**src/tdvt_pkg.sv**
```systemverilog
// ============================================================================
// tdvt_pkg: shared types and constants for the tolerance dedup vertex table
// Holds the point and code types, the fixed field widths of the channels and
// the configuration register map.
// ============================================================================
package tdvt_pkg;

    // Default table depth; the top level takes it as a parameter.
    localparam int MAX_ENTRIES_DEF = 512;

    // Channel field widths.
    localparam int MODE_W    = 2;
    localparam int COORD_W   = 24;
    localparam int STATUS_W  = 3;
    localparam int OUT_IDX_W = 9;
    localparam int OUT_TOT_W = 10;

    // Match radius and its square.
    localparam int RADIUS_W     = 12;
    localparam int RADIUS_SQ_W  = 2 * RADIUS_W;
    localparam int RADIUS_RESET = 41;

    // Any axis difference of 2**MAG_W or more can never be inside the radius.
    localparam int MAG_W = RADIUS_W;

    // Pipeline depth of the distance unit, from entry data to hit flag.
    localparam int DIST_LAT = 3;

    // Configuration port.
    localparam int PADDR_W = 3;
    localparam int PDATA_W = 32;
    localparam int REG_SEL_W = PADDR_W - 2;
    localparam logic [REG_SEL_W-1:0] REG_MATCH_RADIUS = '0;

    typedef struct packed {
        logic signed [COORD_W-1:0] x;
        logic signed [COORD_W-1:0] y;
        logic signed [COORD_W-1:0] z;
    } t_point;

    typedef enum logic [MODE_W-1:0] {
        MODE_ADD    = 2'd0,
        MODE_LOOKUP = 2'd1,
        MODE_CLEAR  = 2'd2
    } t_mode;

    typedef enum logic [STATUS_W-1:0] {
        ST_APPENDED  = 3'd0,
        ST_DUPLICATE = 3'd1,
        ST_FULL      = 3'd2,
        ST_HIT       = 3'd3,
        ST_MISS      = 3'd4,
        ST_CLEARED   = 3'd5
    } t_status;

endpackage

```
**src/tdvt_dist_unit.sv**
```systemverilog
// ============================================================================
// tdvt_dist_unit: shared distance test of the vertex table
// Three-stage pipeline that tests one stored entry per cycle against the
// query point: squared distance strictly below the squared radius.
// ============================================================================
module tdvt_dist_unit (
    input  logic                                i_clk,
    input  tdvt_pkg::t_point                    i_query,
    input  tdvt_pkg::t_point                    i_entry,
    input  logic [tdvt_pkg::RADIUS_SQ_W-1:0]    i_radius_sq,
    output logic                                o_hit
);
    localparam int COORD_W = tdvt_pkg::COORD_W;
    localparam int DIFF_W  = COORD_W + 1;
    localparam int MAG_W   = tdvt_pkg::MAG_W;
    localparam int SQ_W    = 2 * MAG_W;
    localparam int SUM_W   = SQ_W + 2;

    logic signed [COORD_W-1:0] w_q [3];
    logic signed [COORD_W-1:0] w_e [3];
    logic signed [DIFF_W-1:0]  w_diff [3];
    logic [DIFF_W-1:0]         w_abs [3];
    logic [2:0]                w_far;

    logic [MAG_W-1:0]          r_mag [3];
    logic                      r_far1;
    logic [SQ_W-1:0]           r_sq [3];
    logic                      r_far2;
    logic                      r_hit;
    logic [SUM_W-1:0]          w_sum;

    // Stage 1: per-axis magnitude. A magnitude of 2**MAG_W or more squares to
    // at least the largest possible squared radius, so it can only miss.
    always_comb begin
        w_q[0] = i_query.x;
        w_q[1] = i_query.y;
        w_q[2] = i_query.z;
        w_e[0] = i_entry.x;
        w_e[1] = i_entry.y;
        w_e[2] = i_entry.z;
        for (int a = 0; a < 3; a++) begin
            w_diff[a] = DIFF_W'(w_q[a]) - DIFF_W'(w_e[a]);
            w_abs[a]  = w_diff[a][DIFF_W-1] ? DIFF_W'(-w_diff[a]) : DIFF_W'(w_diff[a]);
            w_far[a]  = |w_abs[a][DIFF_W-1:MAG_W];
        end
    end

    assign w_sum = SUM_W'(r_sq[0]) + SUM_W'(r_sq[1]) + SUM_W'(r_sq[2]);

    always_ff @(posedge i_clk) begin
        for (int a = 0; a < 3; a++) begin
            r_mag[a] <= w_abs[a][MAG_W-1:0];
            r_sq[a]  <= r_mag[a] * r_mag[a];
        end
        r_far1 <= |w_far;
        r_far2 <= r_far1;
        r_hit  <= !r_far2 && (w_sum < SUM_W'(i_radius_sq));
    end

    assign o_hit = r_hit;
endmodule

```
**config.mk**
```make
export PLATFORM = sky130hd
export DESIGN_NAME = tdvt_dist_unit
export DESIGN_NICKNAME = d
export VERILOG_FILES = /design/src/tdvt_pkg.sv /design/src/tdvt_dist_unit.sv
export SDC_FILE = /design/constraint.sdc
export NUM_CORES = 1
export LEC_CHECK = 0
export ABC_AREA = 1
export BUFFER_PORTS_ARGS = -buffer_cell sky130_fd_sc_hd__buf_2
export CELL_PAD_IN_SITES_DETAIL_PLACEMENT = 1
export CELL_PAD_IN_SITES_GLOBAL_PLACEMENT = 1
export CORE_MARGIN = 4
export CORE_UTILIZATION = 50
export CTS_CLUSTER_DIAMETER = 40
export DETAILED_ROUTE_END_ITERATION = 7
export PLACE_DENSITY_LB_ADDON = 0.1
export SYNTH_ARGS = -nofsm -noshare
export SYNTH_HDL_FRONTEND = slang
export SYNTH_SLANG_ARGS = --single-unit
```
**constraint.sdc**
```tcl
create_clock -name i_clk -period 16 [get_ports i_clk]
set_input_delay 1.6 -clock i_clk [delete_from_list [all_inputs] [get_ports i_clk]]
set_output_delay 1.6 -clock i_clk [all_outputs]
set_load 0.05 [all_outputs]
```
=== Yosys cells after proc, flatten, opt, wreduce, memory -nomap -nowiden ===
Memories as Yosys holds them, arrays and structs flattened.
Cells that the tools add are included.

* Register bits: 3
* RAM bits: 108
* Bits of input ports: 169
* Memories: 2

{| class="wikitable"
|+ Memory list
! name !! words !! bits a word !! read ports !! clocked after Yosys merged registers in !! wr ports !! line !! text
|-
| r_sq || 3 || 24 || 3 || 0 || 3 || tdvt_dist_unit.sv:27 || <nowiki>logic [SQ_W-1:0] r_sq [3];</nowiki>
|-
| r_mag || 3 || 12 || 3 || 0 || 3 || tdvt_dist_unit.sv:25 || <nowiki>logic [MAG_W-1:0] r_mag [3];</nowiki>
|}

* Reductions and logical operators: 3
* $lt $le $gt $ge: 1
* $mul: 3
* Multiplexer cells: 3
* Add/sub/neg operators: 8

{| class="wikitable"
|+ Operator list
! operator !! number
|-
| 25-bit 2-to-1 mux || 3
|-
| 25-bit negator || 3
|-
| 24-bit by 24-bit subtractor with 25-bit output || 3
|-
| 12-bit by 12-bit multiplier with 24-bit output || 3
|-
| 39-bit OR reduction || 1
|-
| 25-bit by 24-bit adder with 26-bit output || 1
|-
| 26-bit by 24-bit less-than comparator with 1-bit output || 1
|-
| 24-bit by 24-bit adder with 25-bit output || 1
|-
| 1-bit logical AND || 1
|-
| 1-bit zero test || 1
|}

=== Logic depth before layout (Yosys ltp) ===
* Depth after elaboration: 4
* Gate-level depth with buffers: 26

=== Least setup slack after synthesis ===
Ideal clock, no wire load.

* Kind: reg-to-reg
* Start: memory r_mag[0][17] (netlist bit)
* End: memory r_sq[0][44] (netlist bit)
* Period minus slack after synthesis: 5119 ps
* Data arrival time: 4997 ps
* Data required time: 15878 ps
* Setup time: 122 ps
* Setup slack: 10881 ps
* Stages on the path, launching flop included: 23
* Cells stage by stage: dfxtp_1 clkbuf_1 nand2_1 fa_1 inv_1 fa_1 fa_1 fa_1 inv_1 fa_1 inv_1 ha_1 nand2_1 nor2_1 o21ai_0 o211ai_1 a21oi_1 o21ai_0 a21boi_0 nor2_1 o21ai_0 nand2_1 xor2_1

{| class="wikitable"
|+ RTL lines
! what !! line
|-
| start: declaration || tdvt_dist_unit.sv:25
|-
| end: declaration || tdvt_dist_unit.sv:27
|}

==> flow_metrics.tcl <==
set metrics [dict create \
    status "finished, final reports clean" \
    ys_ff_latch 108 \
    hp-class "flip-flop to flip-flop" \
    antenna_found_initial 0 \
    gr-total-overflow 0 \
    post-cts-setup-buffer-count 0 \
    yosysMostFrequentCell "nand2_1" \
    clock_latency_ps 380 \
    skew_ps 10.09 \
    place_congestion 0.9066 \
    hold_viol_final 0 \
    cp.arrival_ps 6050 \
    rows 79 \
    initialDrtViolationCount 900 \
    cts_resized 0 \
    clock-sinks 108 \
    viasPerCell 5.188 \
    drcViolationCount 0 \
    syn_area_per_cell_um2 6.744 \
    cts_max_level 3 \
    cts_hold_buf 0 \
    drv_cap 0 \
    grt_usage 0.2696 \
    ant_nets 0 \
    seq_area_frac_synth 0.09031 \
    timing.fmax_mhz 173.0 \
    final_nets 4405 \
    yosys-top-cells-count "nand2_1 (947), inv_1 (888), ha_1 (293)" \
    synth_ff_type "dfxtp_1" \
    cts_buffers 9 \
    die_w_um 226.8 \
    endpoint_kind "flip-flop" \
    yosys_warnings 0 \
    drive_gt1_frac 0.07865 \
    yosys.area.top_type "fa_1" \
    worstSetupPathType "flip-flop to flip-flop" \
    antenna_cells 0 \
    cts_root_buf "clkbuf_16" \
    core_area_um2 46950 \
    synth.area.mux_share 0 \
    crit_family "adder cells" \
    worstPathMaxFanout 13 \
    synth_compound_area_frac 0.06355 \
    clk_path_buf_depth 2 \
    die_area_um2 51450 \
    cts_tree "done" \
    cp.buffers_inverters 3 \
    cp_slowest_cell "dfxtp_1" \
    synth_area_um2 23940 \
    syn2layout_area_growth_pct 7.019 \
    worstMarginPinSlew_ps 1058 \
    grt_max_degree 32 \
    relSlewSlack 0.2928 \
    async_flop_share 0 \
    drtPass1Iterations 5 \
    clk_pin_slew_ps 80 \
    setup_viol 0 \
    synth_edf_count 0 \
    synthSimpleGateAreaFrac 0.2726 \
    hpwl_um 60580 \
    syn_inst 3550 \
    die_y_um 226.8 \
    yosys.cell_types.count 58 \
    via_count 22278 \
    cp_common_cell "fa_1" \
    synth_fa_ha_area_frac 0.3714 \
    startpoint_type "flip-flop" \
    grt_setup_unrepaired "no" \
    grt_pass1_vias 24219 \
    period_needed_ps 5781 \
    worstPathCellList "nand2_1 -> fa_1 -> inv_1 -> fa_1 -> inv_1 -> fa_1 -> fa_1 -> fa_1 -> inv_1 -> ha_1 -> nand2_1 -> nor2_1 -> o21ai_0 -> o211ai_1 -> a21oi_1 -> o21ai_0 -> a21boi_0 -> nor2_1 -> o21ai_0 -> nand2_1 -> xor2_1" \
    pin_count 170 \
    port_buffers 169 \
    synth_xor_area_frac 0.05043 \
    grt_pass1_wl_um 114600 \
    crit_path_max_incr_delay_ps 710 \
    cp.required_ps 16260 \
    slew_viol_final 0 \
    wl_um 68430 \
    synthTopCellsByArea "fa_1 (22%), ha_1 (15%), nand2_1 (15%)" \
    yosysTopAreaCellShare 0.2182 \
    synth_top_family_by_area "adder cells" \
    wl_per_cell_um 15.94 \
    fin_crit_sh 0.3613 \
    initial_core_util 0.5099 \
    tns_ps 0 \
]
[cells in the final DEF (no fill, tap or decap), drive strengths merged, types with 2 or more instances in the layout]
master	instances
nand2	990
inv	909
ha	293
fa	261
nor2	219
nand3	203
buf	169
a21oi	156
dfxtp	108
xor2	89
o21ai	71
xnor2	48
nand4	41
nor3	31
a31oi	16
nand3b	16
clkbuf	10
o211ai	8
o21bai	8
or2	7
nor4	5
and2	4
o21a	3
o31ai	3
a21o	3
a211oi	2
conb	2
clkinv	2
[layer usage]
layer  routed length, um  global-route usage
met5                   0                   0
met4                1961             0.08778
met3                1558             0.01657
met2               35340              0.5002
met1               29570              0.3335
[logic make-up after synthesis]
| logic type | count (synthesis) |
|---|---|
| and+or+nand+nor | 1517 |
| buffers and inverters | 954 |
| adders and majority gates | 554 |
| AOI/OAI and AO/OA | 279 |
| xor gates and xnor gates | 137 |
| DFF | 108 |
| other | 1 |
[cell type report]
cell class                      instances  area (um2)
Clock inverter                          6       62.56
Multi-Input combinational cell       2489       18150
Tap cell                              607       759.5
Inverter                              905        3400
Sequential cell                       108        2162
Clock buffer                           10       239.0
Fill cell                            6425       21330
Timing Repair Buffer                  169       845.8
[metrics by stage]
stage	hold slack (ps)	util	area [um2]	std cells	worst slack [ps]
3_3_place_gp	312.5	0.5393	25320	4278	10610
4_1_cts	338.2	0.5457	25620	4294	10250
5_1_grt	349.2	0.5457	25620	4294	9789
2_1_floorplan	309.6	-	23950	3551	10880
3_5_place_dp	320.3	0.5393	25320	4278	10300
6_report	333.3	0.5457	25620	4294	10220
[state kept, by name, indices dropped and copies added (netlist names)]
| name | flops |
|---|---|
| r_far1 | 1 |
| r_sq | 69 |
| o_hit | 1 |
| r_mag | 36 |
| r_far2 | 1 |
[worst register-to-register path, cell delays in order, from the launching register on]
cell and delay (ps):
dfxtp_1 710, nand2_1 250, fa_1 570, inv_1 60, fa_1 510, inv_1 60, fa_1 560, fa_1 430
fa_1 500, inv_1 50, ha_1 330, nand2_1 140, nor2_1 60, o21ai_0 80, o211ai_1 150, a21oi_1 240
o21ai_0 170, a21boi_0 320, nor2_1 70, o21ai_0 160, nand2_1 90, xor2_1 140
[worst paths after layout]
kind	startpoint	end	slack, ps	cells past startpoint
worst max-delay path	r_mag[0][16]	r_sq[0][44]	10220	21
worst min-delay path	r_far1	r_far2	330	0
worst max register to register	r_mag[0][16]	r_sq[0][44]	10220	21
worst min register to register	r_far1	r_far2	330	0
Power is not shown: default switching activity piles up to over one toggle a cycle in this logic, so the estimate is an artifact.
