--- src/tdvt_pkg.sv ---
// ============================================================================
// tdvt_pkg: shared types and constants for the tolerance dedup vertex table
// Holds the point and code types, the fixed field widths of the channels and
// the configuration register map.
// ============================================================================
package tdvt_pkg;

    // Default table depth; the top level takes it as a parameter.
    localparam int MAX_ENTRIES_DEF = 512;

    // Channel field widths.
    localparam int MODE_W    = 2;
    localparam int COORD_W   = 24;
    localparam int STATUS_W  = 3;
    localparam int OUT_IDX_W = 9;
    localparam int OUT_TOT_W = 10;

    // Match radius and its square.
    localparam int RADIUS_W     = 12;
    localparam int RADIUS_SQ_W  = 2 * RADIUS_W;
    localparam int RADIUS_RESET = 41;

    // Any axis difference of 2**MAG_W or more can never be inside the radius.
    localparam int MAG_W = RADIUS_W;

    // Pipeline depth of the distance unit, from entry data to hit flag.
    localparam int DIST_LAT = 3;

    // Configuration port.
    localparam int PADDR_W = 3;
    localparam int PDATA_W = 32;
    localparam int REG_SEL_W = PADDR_W - 2;
    localparam logic [REG_SEL_W-1:0] REG_MATCH_RADIUS = '0;

    typedef struct packed {
        logic signed [COORD_W-1:0] x;
        logic signed [COORD_W-1:0] y;
        logic signed [COORD_W-1:0] z;
    } t_point;

    typedef enum logic [MODE_W-1:0] {
        MODE_ADD    = 2'd0,
        MODE_LOOKUP = 2'd1,
        MODE_CLEAR  = 2'd2
    } t_mode;

    typedef enum logic [STATUS_W-1:0] {
        ST_APPENDED  = 3'd0,
        ST_DUPLICATE = 3'd1,
        ST_FULL      = 3'd2,
        ST_HIT       = 3'd3,
        ST_MISS      = 3'd4,
        ST_CLEARED   = 3'd5
    } t_status;

endpackage

--- src/tdvt_apb_regs.sv ---
// ============================================================================
// tdvt_apb_regs: configuration registers of the vertex table
// Holds the match radius and keeps its square ready for the distance unit.
// ============================================================================
module tdvt_apb_regs (
    input  logic                                i_clk,
    input  logic                                i_rst_n,
    input  logic                                psel,
    input  logic                                penable,
    input  logic                                pwrite,
    input  logic [tdvt_pkg::PADDR_W-1:0]        paddr,
    input  logic [tdvt_pkg::PDATA_W-1:0]        pwdata,
    output logic [tdvt_pkg::PDATA_W-1:0]        prdata,
    output logic                                pready,
    output logic [tdvt_pkg::RADIUS_SQ_W-1:0]    o_radius_sq
);
    localparam int RADIUS_W    = tdvt_pkg::RADIUS_W;
    localparam int RADIUS_SQ_W = tdvt_pkg::RADIUS_SQ_W;
    localparam int PDATA_W     = tdvt_pkg::PDATA_W;
    localparam int PADDR_W     = tdvt_pkg::PADDR_W;

    logic [RADIUS_W-1:0]    r_radius;
    logic [RADIUS_SQ_W-1:0] r_radius_sq;
    logic [RADIUS_W-1:0]    w_wr_radius;
    logic                   w_sel_radius;

    assign w_sel_radius = (paddr[PADDR_W-1:2] == tdvt_pkg::REG_MATCH_RADIUS);
    assign w_wr_radius  = pwdata[RADIUS_W-1:0];

    // The square is formed once per write, so the scan never multiplies the radius.
    always_ff @(posedge i_clk) begin
        if (!i_rst_n) begin
            r_radius    <= RADIUS_W'(tdvt_pkg::RADIUS_RESET);
            r_radius_sq <= RADIUS_SQ_W'(tdvt_pkg::RADIUS_RESET * tdvt_pkg::RADIUS_RESET);
        end else if (psel && penable && pwrite && w_sel_radius) begin
            r_radius    <= w_wr_radius;
            r_radius_sq <= w_wr_radius * w_wr_radius;
        end
    end

    assign prdata      = w_sel_radius ? PDATA_W'(r_radius) : '0;
    assign pready      = 1'b1;
    assign o_radius_sq = r_radius_sq;
endmodule

--- config.mk ---
export PLATFORM = sky130hd
export DESIGN_NAME = tdvt_apb_regs
export DESIGN_NICKNAME = d
export VERILOG_FILES = /design/src/tdvt_pkg.sv /design/src/tdvt_apb_regs.sv
export SDC_FILE = /design/constraint.sdc
export NUM_CORES = 1
export LEC_CHECK = 0
export ABC_AREA = 1
export ABC_CLOCK_PERIOD_IN_PS = 8500
export BUFFER_PORTS_ARGS = -buffer_cell sky130_fd_sc_hd__buf_2
export CAP_MARGIN = 30
export CORE_UTILIZATION = 63
export CTS_BUF_LIST = sky130_fd_sc_hd__clkbuf_8 sky130_fd_sc_hd__clkbuf_16
export CTS_CLUSTER_DIAMETER = 120
export CTS_CLUSTER_SIZE = 28
export DETAILED_ROUTE_END_ITERATION = 6
export GPL_TIMING_DRIVEN = 0
export PLACE_DENSITY = 0.88
export SKIP_LAST_GASP = 1
export SYNTH_ARGS = -nofsm -noshare
export SYNTH_HDL_FRONTEND = slang
export SYNTH_SLANG_ARGS = --single-unit
--- constraint.sdc ---
create_clock -name i_clk -period 8.5 [get_ports i_clk]
set_clock_uncertainty 0.1 [all_clocks]
set_input_delay 1.275 -clock i_clk [delete_from_list [all_inputs] [get_ports i_clk]]
set_output_delay 1.275 -clock i_clk [all_outputs]
set_load 0.01 [all_outputs]
Word level (Yosys, flattened, before mapping)
Index checks and enable logic that the tools add are counted.

Add/subtract/negate cells: 0. Multiply operators: 1. Div/mod/pow operators: 0. Magnitude comparators: 0. Eq/ne operators: 0. Shift-type cells: 0. Mux-type cells: 1. Bitwise gates (word level): 1. Reduce and logical (&&, ||, !) cells: 3.

Operators by type and width (count): 12-bit by 12-bit multiplier with 24-bit output (1); 12-bit 2-to-1 mux (1); 1-bit logical AND (3); 1-bit NOT (1).

Register bits: 36. Latch bits: 0. RAM bits: 0. Memory bits (read-only): 0. Bits of input ports: 40. Output and inout bits: 57. Memories: 0.

Depth between registers and ports, before layout
Depth after elaboration: 3. Mapped depth: 25. Mapped depth without buffers: 24.

Least setup slack after synthesis
No wires, ideal clock.

Path kind: in2reg. Start point: in pwdata[4] (netlist bit). End point: reg r_radius_sq[17], in the netlist o_radius_sq[17]. Arrival time: 5.363 ns. Data required time: 8.286 ns. Setup slack: 2.923 ns. Stages on the path: 23. Buffers on the path: 1. Cell sequence: clkbuf_1 > nand2_1 > inv_1 > fa_1 > fa_1 > inv_1 > fa_1 > inv_1 > fa_1 > inv_1 > fa_1 > inv_1 > ha_1 > nand2_1 > nand2_1 > a21oi_2 > nor2_1 > nor2_1 > nand2_1 > nand2_1 > nand2_1 > o21bai_1 > inv_1.

Cells in the longest elaborated chain, start to end: 1.

RTL lines: start: declaration (line tdvt_apb_regs.sv:12) `input logic [tdvt_pkg::PDATA_W-1:0] pwdata,`; 12-bit by 12-bit multiplier with 24-bit output (line tdvt_apb_regs.sv:37) `r_radius_sq <= w_wr_radius * w_wr_radius;`; end signal: assignment (line tdvt_apb_regs.sv:34) `r_radius_sq <= RADIUS_SQ_W'(tdvt_pkg::RADIUS_RESET * tdvt_pkg::RADIUS_RESET);`; end signal: assignment (line tdvt_apb_regs.sv:37); end: declaration (line tdvt_apb_regs.sv:23) `logic [RADIUS_SQ_W-1:0] r_radius_sq;`.

Every way passes these cells. A chain may end at the register's enable or synchronous reset.

Final worst setup path
Start point: in pwdata[6] (netlist bit). End point: reg r_radius_sq[21], in the netlist o_radius_sq[21].

Same word-level chain as after synthesis.

==> impl_metrics.env <==
export IMPL_nFillCells=707
export IMPL_synth_async_sr_flop_share_pct=0
export IMPL_max_cap_violations=0
export IMPL_setup_worst_path_end_class="flop"
export IMPL_postCtsSetupRepairBufs=0
export IMPL_ctsHtreeMaxLevel=2
export IMPL_worstMarginPinSlew_ns=0.628
export IMPL_final_core_util_pct=72.1
export IMPL_path_common_cell="sky130_fd_sc_hd__nand2_1"
export IMPL_antenna_cells=0
export IMPL_power_density_nw_per_um2=278
export IMPL_grt_overflow_total=0
export IMPL_cts_tree="yes"
export IMPL_post_synth_num_cell_types=35
export IMPL_first_global_vias=5018
export IMPL_detailroute_via_count=4973
export IMPL_final_min_clock_period_ns=6.06
export IMPL_first_iter_violations=311
export IMPL_timing_max_transition_violations_final=0
export IMPL_fp_dieW_um=98.0
export IMPL_synth_area_leaders="sky130_fd_sc_hd__fa_1 (28%), sky130_fd_sc_hd__inv_1 (15%), sky130_fd_sc_hd__ha_1 (12%), sky130_fd_sc_hd__dfxtp_1 (12%), sky130_fd_sc_hd__nand2_1 (11%)"
export IMPL_layout_area_seq_um2=681
export IMPL_globalRouteTotalUtil_pct=28.5
export IMPL_drive_above_1_share_pct=12.0
export IMPL_cp_cell_sequence="buf_2, clkbuf_1, nand2_1, inv_1, fa_1, fa_1, inv_1, fa_1, inv_1, fa_1, inv_1, fa_1, inv_1, ha_1, nand2_1, nand2_1, a21oi_2, nand3_2, nand2_1, nand2_1, nand2_1, nand3_1, nand2_1, inv_1"
export IMPL_die_h_um=98.0
export IMPL_cts_max_path_buffers=2
export IMPL_floorplan_rows=34
export IMPL_multi_input_area_um2=4020
export IMPL_grt_max_degree=11
export IMPL_setup_viol=0
export IMPL_leakage_power_figure_uw=0.00404
export IMPL_grt_antenna_before_repair=0
export IMPL_cts_inserted_buffers=5
export IMPL_synthToLayoutAreaGrowth_pct=9.37
export IMPL_grtUsageMet3_pct=2.79
export IMPL_report_power_total_uw=1770
export IMPL_mostFrequentLayoutCell="sky130_fd_sc_hd__inv_1"
export IMPL_post_cts_resize_count=0
export IMPL_cts_root_buf="sky130_fd_sc_hd__clkbuf_8"
export IMPL_relSlewSlack_pct=58.1
export IMPL_post_synth_inst_count=815
export IMPL_post_route_drc_count=2
export IMPL_critical_path_slowest_cell="sky130_fd_sc_hd__fa_1"
export IMPL_dr_pass1_iters=7
export IMPL_critical_path_required_ns=8.59
export IMPL_place_hpwl_mm=10.8
export IMPL_route_detailed_vias_per_inst=4.97
export IMPL_min_delay_path_class="reg2reg"
export IMPL_grt_met1_usage_pct=36.8
export IMPL_finalWorstSetupSlack_ns=2.44
export IMPL_ff2ff_setup_slack_ns=7.65
export IMPL_vdd_ir_drop_max_uv=282
export IMPL_setup_repair_after_global_routing_missed_its_margin="no"
export IMPL_ys_warnings_count=0
export IMPL_fin_tns_setup_ns=0
export IMPL_gpl_final_weighted_congestion=0.944
export IMPL_worstPathMaxFanout=10
export IMPL_synth_edff_count=0
export IMPL_synthFlopType="sky130_fd_sc_hd__dfxtp_1"
export IMPL_synth_seq_cells=34
export IMPL_area_of_the_die_um2=9610
export IMPL_post_synth_instance_area_um2=5810
export IMPL_layout_cells_most_common_list="sky130_fd_sc_hd__inv_1 (231), sky130_fd_sc_hd__nand2_1 (177), sky130_fd_sc_hd__fa_1 (80), sky130_fd_sc_hd__nor2_1 (61), sky130_fd_sc_hd__ha_1 (58)"
export IMPL_detailedPlace_worstSlack_ns=2.14
export IMPL_floorplan_initialDensity_pct=66.0
export IMPL_clk_pin_slew_ns=0.07
export IMPL_cpPeakStageDelay_ns=0.53
export IMPL_core_um2=8810
export IMPL_global_route_peak_usage_layer="met2"
export IMPL_drt_wirelength_per_cell_um=12.6
export IMPL_boundaryPins=97
export IMPL_hold_buffers=0
export IMPL_synthDominantCellAreaShare_pct=27.6
export IMPL_gr_usage_met2_pct=50.2
export IMPL_grt_pass1_wl_mm=22.1
export IMPL_outcome="finished, violations left"
export IMPL_fmax_mhz=165
export IMPL_worstSkewPairLatency_ns=0.28
export IMPL_final_hold_viol_count=0
export IMPL_cts_sinks=34
export IMPL_fin_crit_sh_pct=71.3
export IMPL_holdWs_ns=0.365
export IMPL_failed_checks="DRC"
export IMPL_synthesis_area_per_instance_um2=7.13
export IMPL_yosysSeqAreaShare_pct=11.7
export IMPL_io_buffers=51
export IMPL_design_final_nets=1071
export IMPL_routed_wirelength_mm=12.6
export IMPL_timing_setup_critical_path_class="in2reg"
export IMPL_cp_start_kind="input port"
export IMPL_antenna_violating_nets_post_route=0
export IMPL_critPathArrivalTime_ns=6.15
export IMPL_synth_top_cell_by_area="sky130_fd_sc_hd__fa_1"
-- power breakdown --
group	internal (µW)	switching [µW]
registers	166	3.36
logic	533	950
clock network	55.0	59.0
total	754	1010
-- flip-flops by register name, summed over array words and instances, names as in the netlist --
name / count
o_radius_sq: 22
r_radius: 12
-- logic make-up (layout without fill, tap and decap cells) --
logic type / after synthesis / after routing / share of synthesized area (%)
and+or+nand+nor: 284 / 284 / 19.9
muxes: 1 / 1 / 0.194
xor gates and xnor gates: 13 / 13 / 1.96
buffers and inverters: 282 / 340 / 20.3
AOI/OAI and AO/OA: 61 / 61 / 5.69
DFF: 34 / 34 / 11.7
adders and majority gates: 138 / 138 / 40.1
other: 2 / 22 / 0.129
-- final timing paths --
kind / startpoint / end / cells past startpoint
worst min-delay path: r_radius[6] / r_radius[6] / 2
worst min register to register: r_radius[6] / r_radius[6] / 2
worst max register to register: o_radius_sq[17] / o_radius_sq[17] / 3
worst max-delay path: pwdata[6] / o_radius_sq[21] / 24
-- metrics by stage --
stage	cells	area, µm²
after CTS	1001	6350
after global placement	994	6270
after detailed placement	994	6270
after floorplan	835	5880
after global routing	1001	6350
final	1001	6350
-- area by class of cell --
type | count | share of cell area (%)
Sequential cell | 34 | 10.7
Inverter | 235 | 13.9
Tap cell | 108 | 2.13
Multi-Input combinational cell | 519 | 63.3
Timing Repair Buffer | 51 | 4.02
Buffer | 47 | 4.71
Clock buffer | 5 | 1.08
Clock inverter | 2 | 0.158
-- critical path: cells and delay by family --
family          cells  cell delay (ns)
buf+inv             8             1.00
fa+ha+maj           6             2.80
compound gates      1             0.19
simple gates        9             0.86
-- metal layers --
| metal | vias to the layer above | share of wire, % |
|---|---|---|
| met5 | - | 0 |
| met4 | 0 | 3.2 |
| met3 | 30 | 4.4 |
| met2 | 145 | 49 |
| met1 | 2333 | 43 |
| li1 | 2465 | - |
-- Yosys cell counts (2+ instances only) --
cell type / number
sky130_fd_sc_hd__inv_1: 231
sky130_fd_sc_hd__nand2_1: 177
sky130_fd_sc_hd__fa_1: 80
sky130_fd_sc_hd__nor2_1: 61
sky130_fd_sc_hd__ha_1: 58
sky130_fd_sc_hd__dfxtp_1: 34
sky130_fd_sc_hd__a21oi_1: 31
sky130_fd_sc_hd__nand3_1: 28
sky130_fd_sc_hd__buf_4: 26
sky130_fd_sc_hd__o21ai_0: 19
sky130_fd_sc_hd__clkbuf_1: 15
sky130_fd_sc_hd__xor2_1: 8
sky130_fd_sc_hd__xnor2_1: 5
sky130_fd_sc_hd__o211ai_1: 4
sky130_fd_sc_hd__buf_2: 3
sky130_fd_sc_hd__inv_2: 3
sky130_fd_sc_hd__nand2_2: 3
sky130_fd_sc_hd__nand3_2: 3
sky130_fd_sc_hd__o21bai_1: 3
sky130_fd_sc_hd__a21oi_2: 2
sky130_fd_sc_hd__and2_1: 2
sky130_fd_sc_hd__conb_1: 2
sky130_fd_sc_hd__nor2_2: 2
sky130_fd_sc_hd__nor3_1: 2
sky130_fd_sc_hd__o21ai_1: 2
sky130_fd_sc_hd__or2_2: 2
Power figures use the tool's default switching activity.
